File: src/rtl/rrbm_pkg.sv
// rrbm_pkg: shared types and constants for the rom/ram bank mapper
// holds the access kind codes, register indexes and the result record
// no dependencies
`default_nettype none

package rrbm_pkg;

    // configuration register indexes
    localparam int CfgIndexWidth = 1;
    localparam int CfgDataWidth  = 3;
    localparam logic [CfgIndexWidth-1:0] CFG_ROM_BANK_BITS  = 1'd0;
    localparam logic [CfgIndexWidth-1:0] CFG_RAM_BANK_COUNT = 1'd1;

    // configuration reset values
    localparam logic [2:0] ROM_BANK_BITS_RESET  = 3'd1;
    localparam logic [2:0] RAM_BANK_COUNT_RESET = 3'd0;

    // fixed read values and the ram enable key
    localparam logic [7:0] BYTE_RAM_OFF   = 8'hFF;
    localparam logic [7:0] BYTE_UNMAPPED  = 8'h0F;
    localparam logic [3:0] RAM_ENABLE_KEY = 4'hA;

    // stream payload widths
    localparam int InDataWidth  = 24;
    localparam int OutDataWidth = 56;

    // classification of one bus transaction
    typedef enum logic [2:0] {
        KIND_FIXED     = 3'd0,
        KIND_ROM       = 3'd1,
        KIND_RAM_READ  = 3'd2,
        KIND_RAM_WRITE = 3'd3,
        KIND_OTHER     = 3'd4
    } access_kind_t;

    // one result item
    typedef struct packed {
        logic        ram_written;
        logic [7:0]  fixed_byte;
        logic [7:0]  write_byte;
        logic [14:0] ram_address;
        logic [20:0] rom_address;
    } result_t;

endpackage

`default_nettype wire

File: src/rtl/rom_ram_bank_mapper.sv
// rom_ram_bank_mapper: cartridge bank controller, top level
// decodes bus transactions into rom/ram addresses and updates bank registers
// depends on rrbm_pkg
`default_nettype none

// Usage
// - s_ channel: one bus transaction per item; s_tuser is the access type
//   (0 read, 1 write), s_tdata carries the address and the data byte.
// - m_ channel: exactly one result per transaction, in order; m_tuser is the
//   access kind, m_tdata carries the rom/ram addresses, bytes and the sticky
//   ram written flag (value after the transaction).
// - cfg port: rom bank bits (index 0) and ram bank count (index 1), written
//   whenever cfg_wr_en is high; only write it with the block idle.
// - path: an accepted transaction is held in the input register, decoded from it
//   and written to the result register when that register is free or draining;
//   m_tvalid then rises.
// - throughput: one transaction per cycle while m_tready stays high, set by the single
//   decode stage between the input register and the result register.
// - when m_tready is low the result register holds, the input register still
//   takes one more transaction, then s_tready drops until the result leaves.
// - reset (aresetn low, synchronous) empties both registers and returns the
//   bank state to rom bank 1, ram bank 0, simple mode, ram disabled, flag clear.
module rom_ram_bank_mapper
    import rrbm_pkg::*;
(
    input  wire logic                     aclk,
    input  wire logic                     aresetn,
    // configuration write port
    input  wire logic                     cfg_wr_en,
    input  wire logic [CfgIndexWidth-1:0] cfg_index,
    input  wire logic [CfgDataWidth-1:0]  cfg_wdata,
    // bus transactions in
    input  wire logic                     s_tvalid,
    output      logic                     s_tready,
    input  wire logic [InDataWidth-1:0]   s_tdata,   // address[15:0], data[23:16]
    input  wire logic                     s_tuser,   // func[0]
    // results out
    output      logic                     m_tvalid,
    input  wire logic                     m_tready,
    output      logic [OutDataWidth-1:0]  m_tdata,   // rom_address[20:0],
                                                     // ram_address[35:21],
                                                     // write_byte[43:36],
                                                     // fixed_byte[51:44],
                                                     // ram_written[52], zero[55:53]
    output      logic [2:0]               m_tuser    // access_kind[2:0]
);

    // configuration registers
    logic [2:0] rom_bank_bits_reg;
    logic [2:0] ram_bank_count_reg;

    // bank state
    logic [6:0] rom_bank_reg, rom_bank_next;
    logic [1:0] ram_bank_reg, ram_bank_next;
    logic       adv_mode_reg, adv_mode_next;
    logic       ram_en_reg, ram_en_next;
    logic       ram_dirty_reg, ram_dirty_next;

    // input register
    logic        in_valid_reg;
    logic        in_func_reg;
    logic [15:0] in_addr_reg;
    logic [7:0]  in_data_reg;

    // result register
    logic         out_valid_reg;
    access_kind_t out_kind_reg, out_kind_next;
    result_t      out_res_reg, out_res_next;

    logic advance;
    logic [6:0] bank_mask;
    logic [1:0] upper_mask;
    logic [4:0] low_bits;
    logic [6:0] rom_hi_bank;
    logic [6:0] rom_lo_bank;
    logic [1:0] ram_sel_bank;
    logic       in_ram_window;

    assign advance  = in_valid_reg && (!out_valid_reg || m_tready);
    assign s_tready = !in_valid_reg || advance;

    // configuration writes
    always_ff @(posedge aclk) begin
        if (!aresetn) begin
            rom_bank_bits_reg  <= ROM_BANK_BITS_RESET;
            ram_bank_count_reg <= RAM_BANK_COUNT_RESET;
        end else if (cfg_wr_en) begin
            unique case (cfg_index)
                CFG_ROM_BANK_BITS:  rom_bank_bits_reg  <= cfg_wdata;
                CFG_RAM_BANK_COUNT: ram_bank_count_reg <= cfg_wdata;
            endcase
        end
    end

    // input register
    always_ff @(posedge aclk) begin
        if (!aresetn) begin
            in_valid_reg <= 1'b0;
        end else if (s_tready) begin
            in_valid_reg <= s_tvalid;
        end
    end

    always_ff @(posedge aclk) begin
        if (s_tvalid && s_tready) begin
            in_func_reg <= s_tuser;
            in_addr_reg <= s_tdata[15:0];
            in_data_reg <= s_tdata[23:16];
        end
    end

    // bank masks and helper selections
    assign bank_mask     = 7'((8'd1 << rom_bank_bits_reg) - 8'd1);
    assign upper_mask    = rom_bank_bits_reg[0] ? 2'b11 : 2'b01;
    assign low_bits      = (in_data_reg[4:0] == 5'd0) ? 5'd1 : in_data_reg[4:0];
    assign rom_lo_bank   = adv_mode_reg ? {rom_bank_reg[6:5], 5'd0} : 7'd0;
    assign rom_hi_bank   = (rom_bank_reg == 7'd0) ? 7'd1 : rom_bank_reg;
    assign ram_sel_bank  = adv_mode_reg ? ram_bank_reg : 2'd0;
    assign in_ram_window = (in_addr_reg[15:13] == 3'b101);

    // decode and state update
    always_comb begin
        rom_bank_next  = rom_bank_reg;
        ram_bank_next  = ram_bank_reg;
        adv_mode_next  = adv_mode_reg;
        ram_en_next    = ram_en_reg;
        ram_dirty_next = ram_dirty_reg;
        out_kind_next  = KIND_OTHER;
        out_res_next   = '0;

        if (!in_func_reg) begin
            // reads
            if (in_addr_reg[15:14] == 2'b00) begin
                out_kind_next            = KIND_ROM;
                out_res_next.rom_address = {rom_lo_bank, in_addr_reg[13:0]};
            end else if (in_addr_reg[15:14] == 2'b01) begin
                out_kind_next            = KIND_ROM;
                out_res_next.rom_address = {rom_hi_bank, in_addr_reg[13:0]};
            end else if (in_ram_window) begin
                if (!ram_en_reg) begin
                    out_kind_next           = KIND_FIXED;
                    out_res_next.fixed_byte = BYTE_RAM_OFF;
                end else begin
                    out_kind_next            = KIND_RAM_READ;
                    out_res_next.ram_address = {ram_sel_bank, in_addr_reg[12:0]};
                end
            end else begin
                out_kind_next           = KIND_FIXED;
                out_res_next.fixed_byte = BYTE_UNMAPPED;
            end
        end else begin
            // writes: controller registers below 0x8000, ram writes in 0xA000-0xBFFF
            unique case (in_addr_reg[15:13])
                3'b000: begin
                    ram_en_next = (in_data_reg[3:0] == RAM_ENABLE_KEY);
                end
                3'b001: begin
                    rom_bank_next = ({rom_bank_reg[6:5], low_bits}) & bank_mask;
                end
                3'b010: begin
                    if (rom_bank_bits_reg > 3'd5) begin
                        rom_bank_next = {in_data_reg[1:0] & upper_mask, rom_bank_reg[4:0]};
                    end
                    if (ram_bank_count_reg > 3'd1) begin
                        ram_bank_next = in_data_reg[1:0];
                    end
                end
                3'b011: begin
                    adv_mode_next = in_data_reg[0];
                end
                3'b101: begin
                    if (ram_en_reg) begin
                        out_kind_next            = KIND_RAM_WRITE;
                        out_res_next.ram_address = {ram_sel_bank, in_addr_reg[12:0]};
                        out_res_next.write_byte  = in_data_reg;
                        ram_dirty_next           = 1'b1;
                    end
                end
                default: begin
                end
            endcase
        end
        out_res_next.ram_written = ram_dirty_next;
    end

    // bank state registers
    always_ff @(posedge aclk) begin
        if (!aresetn) begin
            rom_bank_reg  <= 7'd1;
            ram_bank_reg  <= 2'd0;
            adv_mode_reg  <= 1'b0;
            ram_en_reg    <= 1'b0;
            ram_dirty_reg <= 1'b0;
        end else if (advance) begin
            rom_bank_reg  <= rom_bank_next;
            ram_bank_reg  <= ram_bank_next;
            adv_mode_reg  <= adv_mode_next;
            ram_en_reg    <= ram_en_next;
            ram_dirty_reg <= ram_dirty_next;
        end
    end

    // result register
    always_ff @(posedge aclk) begin
        if (!aresetn) begin
            out_valid_reg <= 1'b0;
        end else if (advance) begin
            out_valid_reg <= 1'b1;
        end else if (m_tready) begin
            out_valid_reg <= 1'b0;
        end
    end

    always_ff @(posedge aclk) begin
        if (advance) begin
            out_kind_reg <= out_kind_next;
            out_res_reg  <= out_res_next;
        end
    end

    assign m_tvalid = out_valid_reg;
    assign m_tuser  = out_kind_reg;
    assign m_tdata  = {3'b000, out_res_reg};

    // sticky flag never clears outside reset
    a_dirty_sticky: assert property (@(posedge aclk) disable iff (!aresetn)
        ram_dirty_reg |=> ram_dirty_reg)
        else $error("ram written flag cleared");

    // a ram write result always reports the flag set
    a_write_flag: assert property (@(posedge aclk) disable iff (!aresetn)
        (out_valid_reg && (out_kind_reg == KIND_RAM_WRITE)) |-> out_res_reg.ram_written)
        else $error("ram write without flag");

    // rom address only on rom reads
    a_rom_addr_zero: assert property (@(posedge aclk) disable iff (!aresetn)
        (out_valid_reg && (out_kind_reg != KIND_ROM)) |-> (out_res_reg.rom_address == '0))
        else $error("rom address on non rom result");

    // a stalled transaction in the input register stays there
    a_in_hold: assert property (@(posedge aclk) disable iff (!aresetn)
        (in_valid_reg && !advance) |=> (in_valid_reg && $stable(in_addr_reg)))
        else $error("input register lost a transaction");

endmodule

`default_nettype wire

File: config.mk
export PLATFORM = sky130hd
export DESIGN_NAME = rom_ram_bank_mapper
export DESIGN_NICKNAME = d
export VERILOG_FILES = /design/src/rtl/rrbm_pkg.sv /design/src/rtl/rom_ram_bank_mapper.sv
export SDC_FILE = /design/constraint.sdc
export NUM_CORES = 1
export LEC_CHECK = 0
export ABC_CLOCK_PERIOD_IN_PS = 5000
export BUFFER_PORTS_ARGS = -buffer_cell sky130_fd_sc_hd__buf_2
export CAP_MARGIN = 20
export CORE_MARGIN = 2
export CORE_UTILIZATION = 40
export CTS_CLUSTER_SIZE = 20
export DETAILED_ROUTE_END_ITERATION = 7
export GPL_ROUTABILITY_DRIVEN = 1
export PLACE_DENSITY = 0.75
export SLEW_MARGIN = 40
export SYNTH_ARGS = -nofsm -noshare
export SYNTH_HDL_FRONTEND = slang
export SYNTH_SLANG_ARGS = --single-unit
File: constraint.sdc
create_clock -name aclk -period 5 [get_ports aclk]
set_clock_uncertainty 0.1 [all_clocks]
set_input_delay 0.25 -clock aclk [delete_from_list [all_inputs] [get_ports aclk]]
set_output_delay 0.25 -clock aclk [all_outputs]
set_load 0.005 [all_outputs]
Yosys cells after proc, flatten, opt, wreduce, memory -nomap -nowiden
Index checks and enable logic that the tools add are counted.

Add/sub/neg operators: 1. $lt $le $gt $ge: 2. Equality and inequality tests: 7. Shift operators: 1. Muxes and demuxes: 30. Bitwise gates (word level): 5. Reduce and logical (&&, ||, !) cells: 22.

Operator list (number): $mux 15 (7); $mux 21 (2); $mux 7 (3); $mux 3 (6); $pmux 7 s2 (1); $reduce_and 4->1 (3); $reduce_and 3->1 (3); $mux 8 (1); $and 7x7->7 (1); $logic_not 7->1 (1); $shl 1x3->7 const A (1); $sub 7x1->7 const B (1); $eq 3x2->1 const B (2); $mux 2 (3); $logic_not 5->1 (1); $mux 1 (5); $mux 5 (1); $eq 4x4->1 const B (1); $mux 4 (1); $reduce_and 2->1 (2); $reduce_bool 2->1 (2); $reduce_or 4->1 (1); $eq 3x1->1 const B (1); $eq 3x3->1 const B (1); 12 further kinds (17).

Register bits: 101. Bits of input ports: 34. Output and inout bits: 61.

Longest topological paths before layout
Gate-level depths: netlist of the first run.

Word-level depth: 6. Depth in mapped cells: 8. Gate-level depth less buffers: 7.

Worst setup path after synthesis of the first run
Ideal clock, no wire load.

Kind: register -> register. Start: reg out_valid_reg, in the netlist m_tvalid. End: reg out_res_reg, in the netlist m_tdata[0], enable pin. Library setup time: 464 ps. Data arrival time: 2971 ps. Slack: 1465 ps. Cell stages (with the launch flop): 4. Path buffers: 1. Clock period less this slack: 3535 ps. Path through: dfxtp_1 -> nor2b_1 -> clkbuf_1 -> nor2b_1.

Word-level cells in the longest chain between the ends: 3.

Ends and longest elaborated chain: from (decl) (line rom_ram_bank_mapper.sv:66) `logic out_valid_reg;`; from (signal assigned) (line rom_ram_bank_mapper.sv:206) `out_valid_reg <= 1'b0;`; from (signal assigned) (line rom_ram_bank_mapper.sv:208) `out_valid_reg <= 1'b1;`; from (signal assigned) (line rom_ram_bank_mapper.sv:210) `out_valid_reg <= 1'b0;`; $logic_not 1->1 (line rom_ram_bank_mapper.sv:79) `assign advance = in_valid_reg && (!out_valid_reg || m_tready);`; $logic_or 1x1->1 (line rom_ram_bank_mapper.sv:79); $logic_and 1x1->1 (line rom_ram_bank_mapper.sv:79); via advance (line rom_ram_bank_mapper.sv:70) `logic advance;`; to (signal assigned) (line rom_ram_bank_mapper.sv:217) `out_res_reg <= out_res_next;`; to (decl) (line rom_ram_bank_mapper.sv:68) `result_t out_res_reg, out_res_next;`.

The timed path passes the listed nets, and every way through them passes these cells. A chain may end at the register's enable or synchronous reset.

Worst setup path in the final report of the first run
Start: reg in_addr_reg[14]. End: reg ram_bank_reg[1].

Word-level cells in the longest chain between the ends: 2.

Ends and longest elaborated chain: from (decl) (line rom_ram_bank_mapper.sv:62) `logic [15:0] in_addr_reg;`; from (signal assigned) (line rom_ram_bank_mapper.sv:107) `in_addr_reg <= s_tdata[15:0];`; $eq 3x2->1 (line rom_ram_bank_mapper.sv:153) `unique case (in_addr_reg[15:13])`; $reduce_and 4->1 (no line); to (signal assigned) (line rom_ram_bank_mapper.sv:196) `ram_bank_reg <= ram_bank_next;`; to (decl) (line rom_ram_bank_mapper.sv:54) `logic [1:0] ram_bank_reg, ram_bank_next;`.

Every way passes these cells.

==> results.cfg, run 1 <==
[worst_setup_path]
cp_max_fo = 12
timing.rr.start = in_addr_reg[14]$_DFFE_PP_
cp_cell_sequence = or3b_1, nor4_4, mux2i_1, nor2b_1
cp.arrival_ns = 2.18
regToRegSetupSlack_ns = 2.97
slowest_delay_ns = 0.59
worstSetupStartpoint = in_addr_reg[14]$_DFFE_PP_
worstSetupStartpointType = register
ff2ff_path_depth = 4
path_class = reg2reg
crit_required_ns = 5.15
cp_slowest_cell = edfxtp_1
cp-end-kind = register

[min_path]
hold_depth = 3
min_from = cfg_wdata[0]
worstHoldPathType = in2reg

[timing]
fin_crit_sh_pct = 40.58
fin_crit_ns = 2.029
hold_violations = 0
final_max_slew_viol_count = 0
grt_setup_unrepaired = false
setup-tns-final_ns = 0
relSlewSlack_pct = 44.58
fmax_ghz = 0.4929
setup_viol = 0
worst_pin_slew_ns = 0.8303
final.setup.worst_slack_ns = 2.971

[clock_tree]
cts-resized-gates = 0
clockBufferDepth = 2
clock_sinks = 94
cts_tree = yes
clk_latency_ns = 0.35
path_clk_slew_ns = 0.09
numCtsBuffers = 9
root_buffer = clkbuf_8
cts_max_level = 3

[grt]
grt_pass1_wl_um = 11190
gr-total-overflow = 0
grt_usage_pct = 14.56
grt_max_degree = 29
grt_pass1_vias = 2298
antenna_found_initial = 0

[placement]
post-place-ws_ns = 2.976
portBuffers = 91
hpwl_um = 4881
place_congestion = 0.8037

[detailed_routing]
detailedRoute.firstPassIterationCount = 4
drt_wl_total_um = 7213
routedWlPerCell_um = 14.87
via_per_inst = 4.897
num_vias = 2375
antenna_left = 0
drc = 0
detail_route.iter0.violations = 131

[synthesis]
synthFlopType = edfxtp_1
synthTopCellsByArea = edfxtp_1 60%, dfxtp_1 10%, and2_1 5.0%, and3_1 2.2%, nor2b_1 2.2%
ys_seq_elements = 94
synthTopCellsByCount = 75 x edfxtp_1, 30 x and2_1, 19 x dfxtp_1
synth_top_area_share_pct = 60.26
ys_types = 40
synth_edf_count = 75
synth_area_leader_cell = edfxtp_1
async_flop_share_pct = 0
syn_area_um2 = 3737
avgSynthCellArea_um2 = 14.21
ys_warn_count = 0
synth-seq-area-share_pct = 70.44
netlist_instances = 263
yosys.cell_count.top_type = edfxtp_1

[outcome]
status = finished clean

[floorplan]
die_w_um = 100.7
core_area_um2 = 9153
fp.dieH_um = 100.7
die_area_um2 = 10130
rows = 35
ios = 95
start_util_pct = 40.83

[power]
irDropWorstVdd_v = 0.0001619
p_leak_nw = 1.852
totalPowerFinal_w = 0.001426
pwr_density_cell_nw_per_um2 = 307.7

[cells_and_area]
largest_reg_flops = 47
num_antenna_cells = 0
num-nets-final = 404
area_growth_pct = 24.00
fin_util_pct = 50.64
drive_gt1_share_pct = 30.48

[run]
maxCapViolCount = 0
-- stage by stage --
step	hold slack, ns	instance area (µm²)	std cells
6_report	0.01727	4634	485
5_1_grt	0.02424	4634	485
4_1_cts	0.008455	4633	485
3_5_place_dp	0.3282	4218	444
3_3_place_gp	0.3286	4212	444
2_1_floorplan	0.2489	3745	265
-- where the power goes --
part,leakage (nW),internal (W),switching [W]
Combinational,0.877,0.0000500,0.0000496
Sequential,0.895,0.000874,0.0000197
Clock,0.0801,0.000179,0.000253
Total,1.85,0.00110,0.000322
-- what timing repair did --
action	CTS	global route
hold buffers	25	0
setup buffers	0	0
endpoints found under the hold margin	25	0
-- layer usage --
layer / share of wire (%) / track usage [%] / wire (µm) / vias to the layer above
met4: 1.5 / 6.006 / 106 / 0
li1: - / - / - / 1157
met1: 43 / 18.71 / 3130 / 1129
met3: 5.3 / 3.190 / 381 / 8
met5: 0 / 0 / 0 / -
met2: 50 / 23.95 / 3594 / 81
-- path summary, 6_finish.rpt --
kind,end
worst max register to register,ram_bank_reg[1]$_SDFFE_PN0P_
worst max-delay path,ram_bank_reg[1]$_SDFFE_PN0P_
worst min-delay path,rom_bank_bits_reg[0]$_SDFFE_PN1P_
worst min register to register,ram_bank_count_reg[2]$_SDFFE_PN0P_
-- placed cells by master (no fill, tap or decap), drive strengths merged, types with 2 or more instances in the layout --
cell	instances
clkbuf	10
and2	30
buf	92
nand3	6
dfxtp	19
nor2b	13
o21a	2
and4b	2
xor2	2
nor3b	2
nand4b	2
a21o	3
mux2i	7
nor4	5
nor3	2
edfxtp	75
conb	3
nand2	17
nand2b	5
clkinv	3
clkinvlp	2
nor2	8
nand4	3
o22ai	2
dlygate4sd3	25
and3	13
a21oi	4
a21boi	4
-- logic make-up after synthesis --
group | synth area share [%]
compound gates | 4.520
xor+xnor | 0.4688
fa+ha+maj | 0.3347
buf+inv | 3.816
flops | 70.44
mux | 1.875
other cells | 0.1003
simple gates | 18.45
-- layout make-up --
type	instances	area (µm²)
tap	111	138.9
timing repair buffer	117	713.2
clock buffer	10	127.6
clock inverter	6	37.54
sequential	94	2633
fill	757	4518
multi-input combinational	147	984.7
-- worst max-delay path: cells and delay by family, from the launching register on --
family | cells | cell delay (ns)
muxes | 1 | 0.23
and+or+nand+nor | 3 | 1.01
DFF | 1 | 0.59
Note: power is estimated with default switching activity, not from simulation.
==> run 2: changes to the inputs <==
ABC_CLOCK_PERIOD_IN_PS = 1920   (was 5000)
clock period = 1.92 ns   (was 5 ns; I/O delays follow)
==> results.cfg, run 2 (synthesized netlist as in run 1, its figures left out) <==
[grt]
grt_max_degree = 28
antenna_found_initial = 0
grt_pass1_wl_um = 12390
grt_usage_pct = 15.98
gr-total-overflow = 0
grt_pass1_vias = 2476

[floorplan]
start_util_pct = 40.83
fp.dieH_um = 100.7
ios = 95
rows = 35
core_area_um2 = 9153
die_w_um = 100.7
die_area_um2 = 10130

[detailed_routing]
drc = 0
antenna_left = 0
via_per_inst = 4.831
detailedRoute.firstPassIterationCount = 4
drt_wl_total_um = 7831
num_vias = 2454
routedWlPerCell_um = 15.42
detail_route.iter0.violations = 132

[clock_tree]
cts_tree = yes
root_buffer = clkbuf_8
path_clk_slew_ns = 0.09
clockBufferDepth = 2
clock_sinks = 94
numCtsBuffers = 9
clk_latency_ns = 0.36
cts_max_level = 3

[run]
maxCapViolCount = 0

[cells_and_area]
instances_no_fill = 508
num-nets-final = 427
largest_reg_flops = 47
num_antenna_cells = 0
final_common_cell = buf_2
drive_gt1_share_pct = 31.49
area_growth_pct = 29.80
mostFrequentLayoutCells = 91 x buf_2, 75 x edfxtp_1, 35 x dlygate4sd3_1, 30 x and2_1, 19 x dfxtp_1

[power]
swShare_pct = 23.75
pwr-share-comb_pct = 8.0
p_sw_w = 0.0009097
pwr_density_cell_nw_per_um2 = 789.5
p_seq_share_pct = 60.5
p_int_w = 0.002920
irDropWorstVdd_v = 0.0004905
p_leak_nw = 1.972
clock_power_share_pct = 31.5

[worst_setup_path]
worstSetupStartpointType = input pin
crit_required_ns = 2.12
regToRegEndpoint = m_tdata[8]$_SDFFCE_PP0P_
cp-end-kind = register
ff2ff_path_depth = 4
cp.arrival_ns = 2.07
path_class = in2reg
regToRegSetupSlack_ns = 0.14
timing.rr.start = in_addr_reg[15]$_DFFE_PP_
cp_max_fo = 4

[placement]
portBuffers = 91
dpl.cell_count = 456
place_congestion = 0.7847
hpwl_um = 5235

[timing]
setup_viol = 0
fin_crit_ns = 1.867
fmax_ghz = 0.5357
relSlewSlack_pct = 49.88
setup-tns-final_ns = 0
final_max_slew_viol_count = 0
hold_violations = 0
grt_setup_unrepaired = true
worst_pin_slew_ns = 0.7502
fin_crit_sh_pct = 97.23

[min_path]
holdPathEnd = rom_bank_reg[0]$_SDFFE_PN1P_
min_from = aresetn
worstHoldPathType = in2reg
hold_depth = 2

[outcome]
status = finished clean
[run 2: per-layer routing]
metal | wire (µm) | track usage [%] | vias up
met5 | 0 | 0 | -
met4 | 93 | 5.163 | 0
met3 | 273 | 3.398 | 7
met2 | 3839 | 26.62 | 70
met1 | 3624 | 20.87 | 1179
li1 | - | - | 1198
[run 2: power by group through the flow]
stage | Clock, W | Sequential (W) | Combinational [W]
after floorplan | 0 | 0.00235 | 0.000141
after global placement | 0 | 0.00236 | 0.000243
after detailed placement | 0 | 0.00236 | 0.000250
after CTS | 0.00123 | 0.00232 | 0.000304
after global routing | 0.00132 | 0.00233 | 0.000335
final | 0.00121 | 0.00232 | 0.000306
[run 2: repair_timing]
item,in CTS,in global routing
gates resized for setup,0,1
setup endpoints to repair,0,5
hold endpoints to repair,31,0
setup buffers,0,1
hold buffers,35,0
[run 2: how the worst max path moves through the flow]
stage | from | endpoint | slack, ns | cells after the start
2_1_floorplan | m_tvalid$_SDFFE_PN0P_ | m_tdata[0]$_SDFFCE_PP0P_ | 0.009 | 3
3_3_place_gp | in_addr_reg[14]$_DFFE_PP_ | rom_bank_reg[3]$_SDFFE_PN0P_ | 0.18 | 4
3_5_place_dp | in_addr_reg[14]$_DFFE_PP_ | rom_bank_reg[3]$_SDFFE_PN0P_ | 0.12 | 4
4_1_cts | cfg_index | ram_bank_count_reg[1]$_SDFFE_PN0P_ | 0.09 | 6
5_1_grt | cfg_index | ram_bank_count_reg[2]$_SDFFE_PN0P_ | -0.003 | 6
6_report | cfg_index | ram_bank_count_reg[1]$_SDFFE_PN0P_ | 0.05 | 6
[run 2: layout make-up]
class	instances	area, µm²
Clock buffer	9	123.9
Clock inverter	7	55.05
Fill cell	753	4302
Multi-Input combinational cell	147	977.2
Sequential cell	94	2633
Tap cell	111	138.9
Timing Repair Buffer	140	923.4
[run 2: per-stage QoR]
step / hold WS [ns] / instance area [µm²] / utilization [%] / setup WS [ns] / power (W)
after floorplan: 0.09487 / 3756 / - / 0.009323 / 0.002495
after global placement: 0.1730 / 4314 / 47.14 / 0.1793 / 0.002603
after detailed placement: 0.1742 / 4314 / 47.14 / 0.1218 / 0.002614
after CTS: 0.01353 / 4843 / 52.92 / 0.08694 / 0.003852
after global routing: 0.04117 / 4851 / 53.00 / -0.003145 / 0.003984
final: 0.03425 / 4851 / 53.00 / 0.05324 / 0.003830
[run 2: critical path, stage by stage]
cell and delay [ns]:
dlygate4sd3_1 0.52, buf_2 0.12, nand3_1 0.07, dlygate4sd3_1 0.55, a21boi_0 0.14, dlygate4sd3_1 0.58
==> run 3: changes to the inputs <==
CORE_UTILIZATION = 52   (was 40)
PLACE_DENSITY = default   (was 0.75)
PLACE_DENSITY_LB_ADDON = 0.2   (was default)
==> results.cfg, run 3 (synthesized netlist as in run 1, its figures left out) <==
[detailed_routing]
via_per_inst = 4.886
antenna_left = 0
detail_route.iter0.violations = 120
detailedRoute.firstPassIterationCount = 5
drt_wl_total_um = 6686
routedWlPerCell_um = 13.56
num_vias = 2409
drc = 0

[worst_setup_path]
regToRegEndpoint = ram_bank_reg[0]$_SDFFE_PN0P_
cp-end-kind = register
path_class = in2reg
cp_max_fo = 4
cp.arrival_ns = 2.03
regToRegSetupSlack_ns = 0.10
ff2ff_path_depth = 4
worstSetupStartpointType = input pin
timing.rr.start = in_addr_reg[13]$_DFFE_PP_
crit_required_ns = 2.12

[grt]
grt_max_degree = 46
gr-total-overflow = 0
grt_pass1_vias = 2179
grt_usage_pct = 17.63
antenna_found_initial = 0
grt_pass1_wl_um = 10190

[floorplan]
start_util_pct = 54.41
rows = 30
die_w_um = 88.78
fp.dieH_um = 88.78
core_area_um2 = 6869
die_area_um2 = 7881
ios = 95

[power]
pwr_density_cell_nw_per_um2 = 773.5
irDropWorstVdd_v = 0.0004531
p_leak_nw = 1.955
totalPowerFinal_w = 0.003726

[timing]
relSlewSlack_pct = 62.98
fin_crit_sh_pct = 95.64
grt_setup_unrepaired = false
setup-tns-final_ns = 0
fin_crit_ns = 1.836
hold-worst-slack_ns = -0.02161
hold_violations = 1
final_max_slew_viol_count = 0
fmax_ghz = 0.5446
worst_pin_slew_ns = 0.5533
setup_viol = 0

[clock_tree]
clock_sinks = 94
cts_tree = yes
path_clk_slew_ns = 0.08
root_buffer = clkbuf_8
cts_max_level = 3
clockBufferDepth = 2
numCtsBuffers = 9
clk_latency_ns = 0.35

[placement]
dpl.cell_count = 441
portBuffers = 91
placed_area_um2 = 4295
place_congestion = 0.8533
hpwl_um = 4415

[min_path]
min_from = cfg_wr_en
worstHoldPathType = in2reg
holdPathEnd = ram_bank_count_reg[2]$_SDFFE_PN0P_
hold_depth = 4

[outcome]
status = finished with violations
failed_checks = hold timing

[run]
maxCapViolCount = 0

[cells_and_area]
instances_no_fill = 493
area_growth_pct = 28.89
largest_reg_flops = 47
num-nets-final = 427
fin_area_um2 = 4817
drive_gt1_share_pct = 30.98
final_common_cell = buf_2
mostFrequentLayoutCells = 91 x buf_2, 75 x edfxtp_1, 34 x dlygate4sd3_1, 30 x and2_1, 19 x dfxtp_1
num_antenna_cells = 0
run 3: worst max-delay path by stage:
stage	startpoint	cells after the start	to	slack [ns]
floorplan	m_tvalid$_SDFFE_PN0P_	3	m_tdata[0]$_SDFFCE_PP0P_	0.009
global placement	rom_bank_bits_reg[0]$_SDFFE_PN1P_	6	rom_bank_reg[6]$_SDFFE_PN0P_	0.21
detailed placement	in_addr_reg[13]$_DFFE_PP_	4	ram_bank_reg[0]$_SDFFE_PN0P_	0.12
CTS	cfg_index	6	ram_bank_count_reg[1]$_SDFFE_PN0P_	0.08
global route	cfg_index	6	ram_bank_count_reg[1]$_SDFFE_PN0P_	0.04
finish	cfg_index	6	ram_bank_count_reg[1]$_SDFFE_PN0P_	0.08
run 3: area by class of cell:
cell class / instances / area [µm²]
multi-input combinational: 147 / 977.2
fill: 471 / 2052
clock buffer: 11 / 131.4
tap: 96 / 120.1
sequential: 94 / 2633
timing repair buffer: 140 / 920.9
clock inverter: 5 / 35.03
run 3: repair_timing:
item                                    4_1_cts  5_1_grt
setup buffers                                 0        2
hold endpoints to repair                     31        0
endpoints found under the setup margin        0        3
resized for setup                             0        2
hold buffers                                 35        0
run 3: layer usage:
metal	vias up	wire length (µm)	global-route usage, %	part of all wire, %
li1	1195	-	-	-
met1	1106	2854	21.70	43
met2	94	3310	28.77	50
met3	14	351	4.104	5.2
met4	0	169	9.780	2.5
met5	-	0	0	0
run 3: stage by stage:
step                      worst slack, ns  utilization (%)
final                             0.08379            70.13
after floorplan                  0.009323                -
after global placement             0.2103            62.53
after CTS                         0.08181            70.05
after global routing              0.03928            70.13
after detailed placement           0.1188            62.53
run 3: critical path: stages:
cell,delay (ns)
dlygate4sd3_1,0.52
buf_2,0.12
nand3_1,0.07
dlygate4sd3_1,0.55
a21boi_1,0.12
dlygate4sd3_1,0.55
run 3: power by group:
group	switching [W]	internal (W)	total, W
registers	0.0000395	0.00228	0.00232
clock network	0.000644	0.000471	0.00112
logic	0.000139	0.000156	0.000295
total	0.000823	0.00290	0.00373
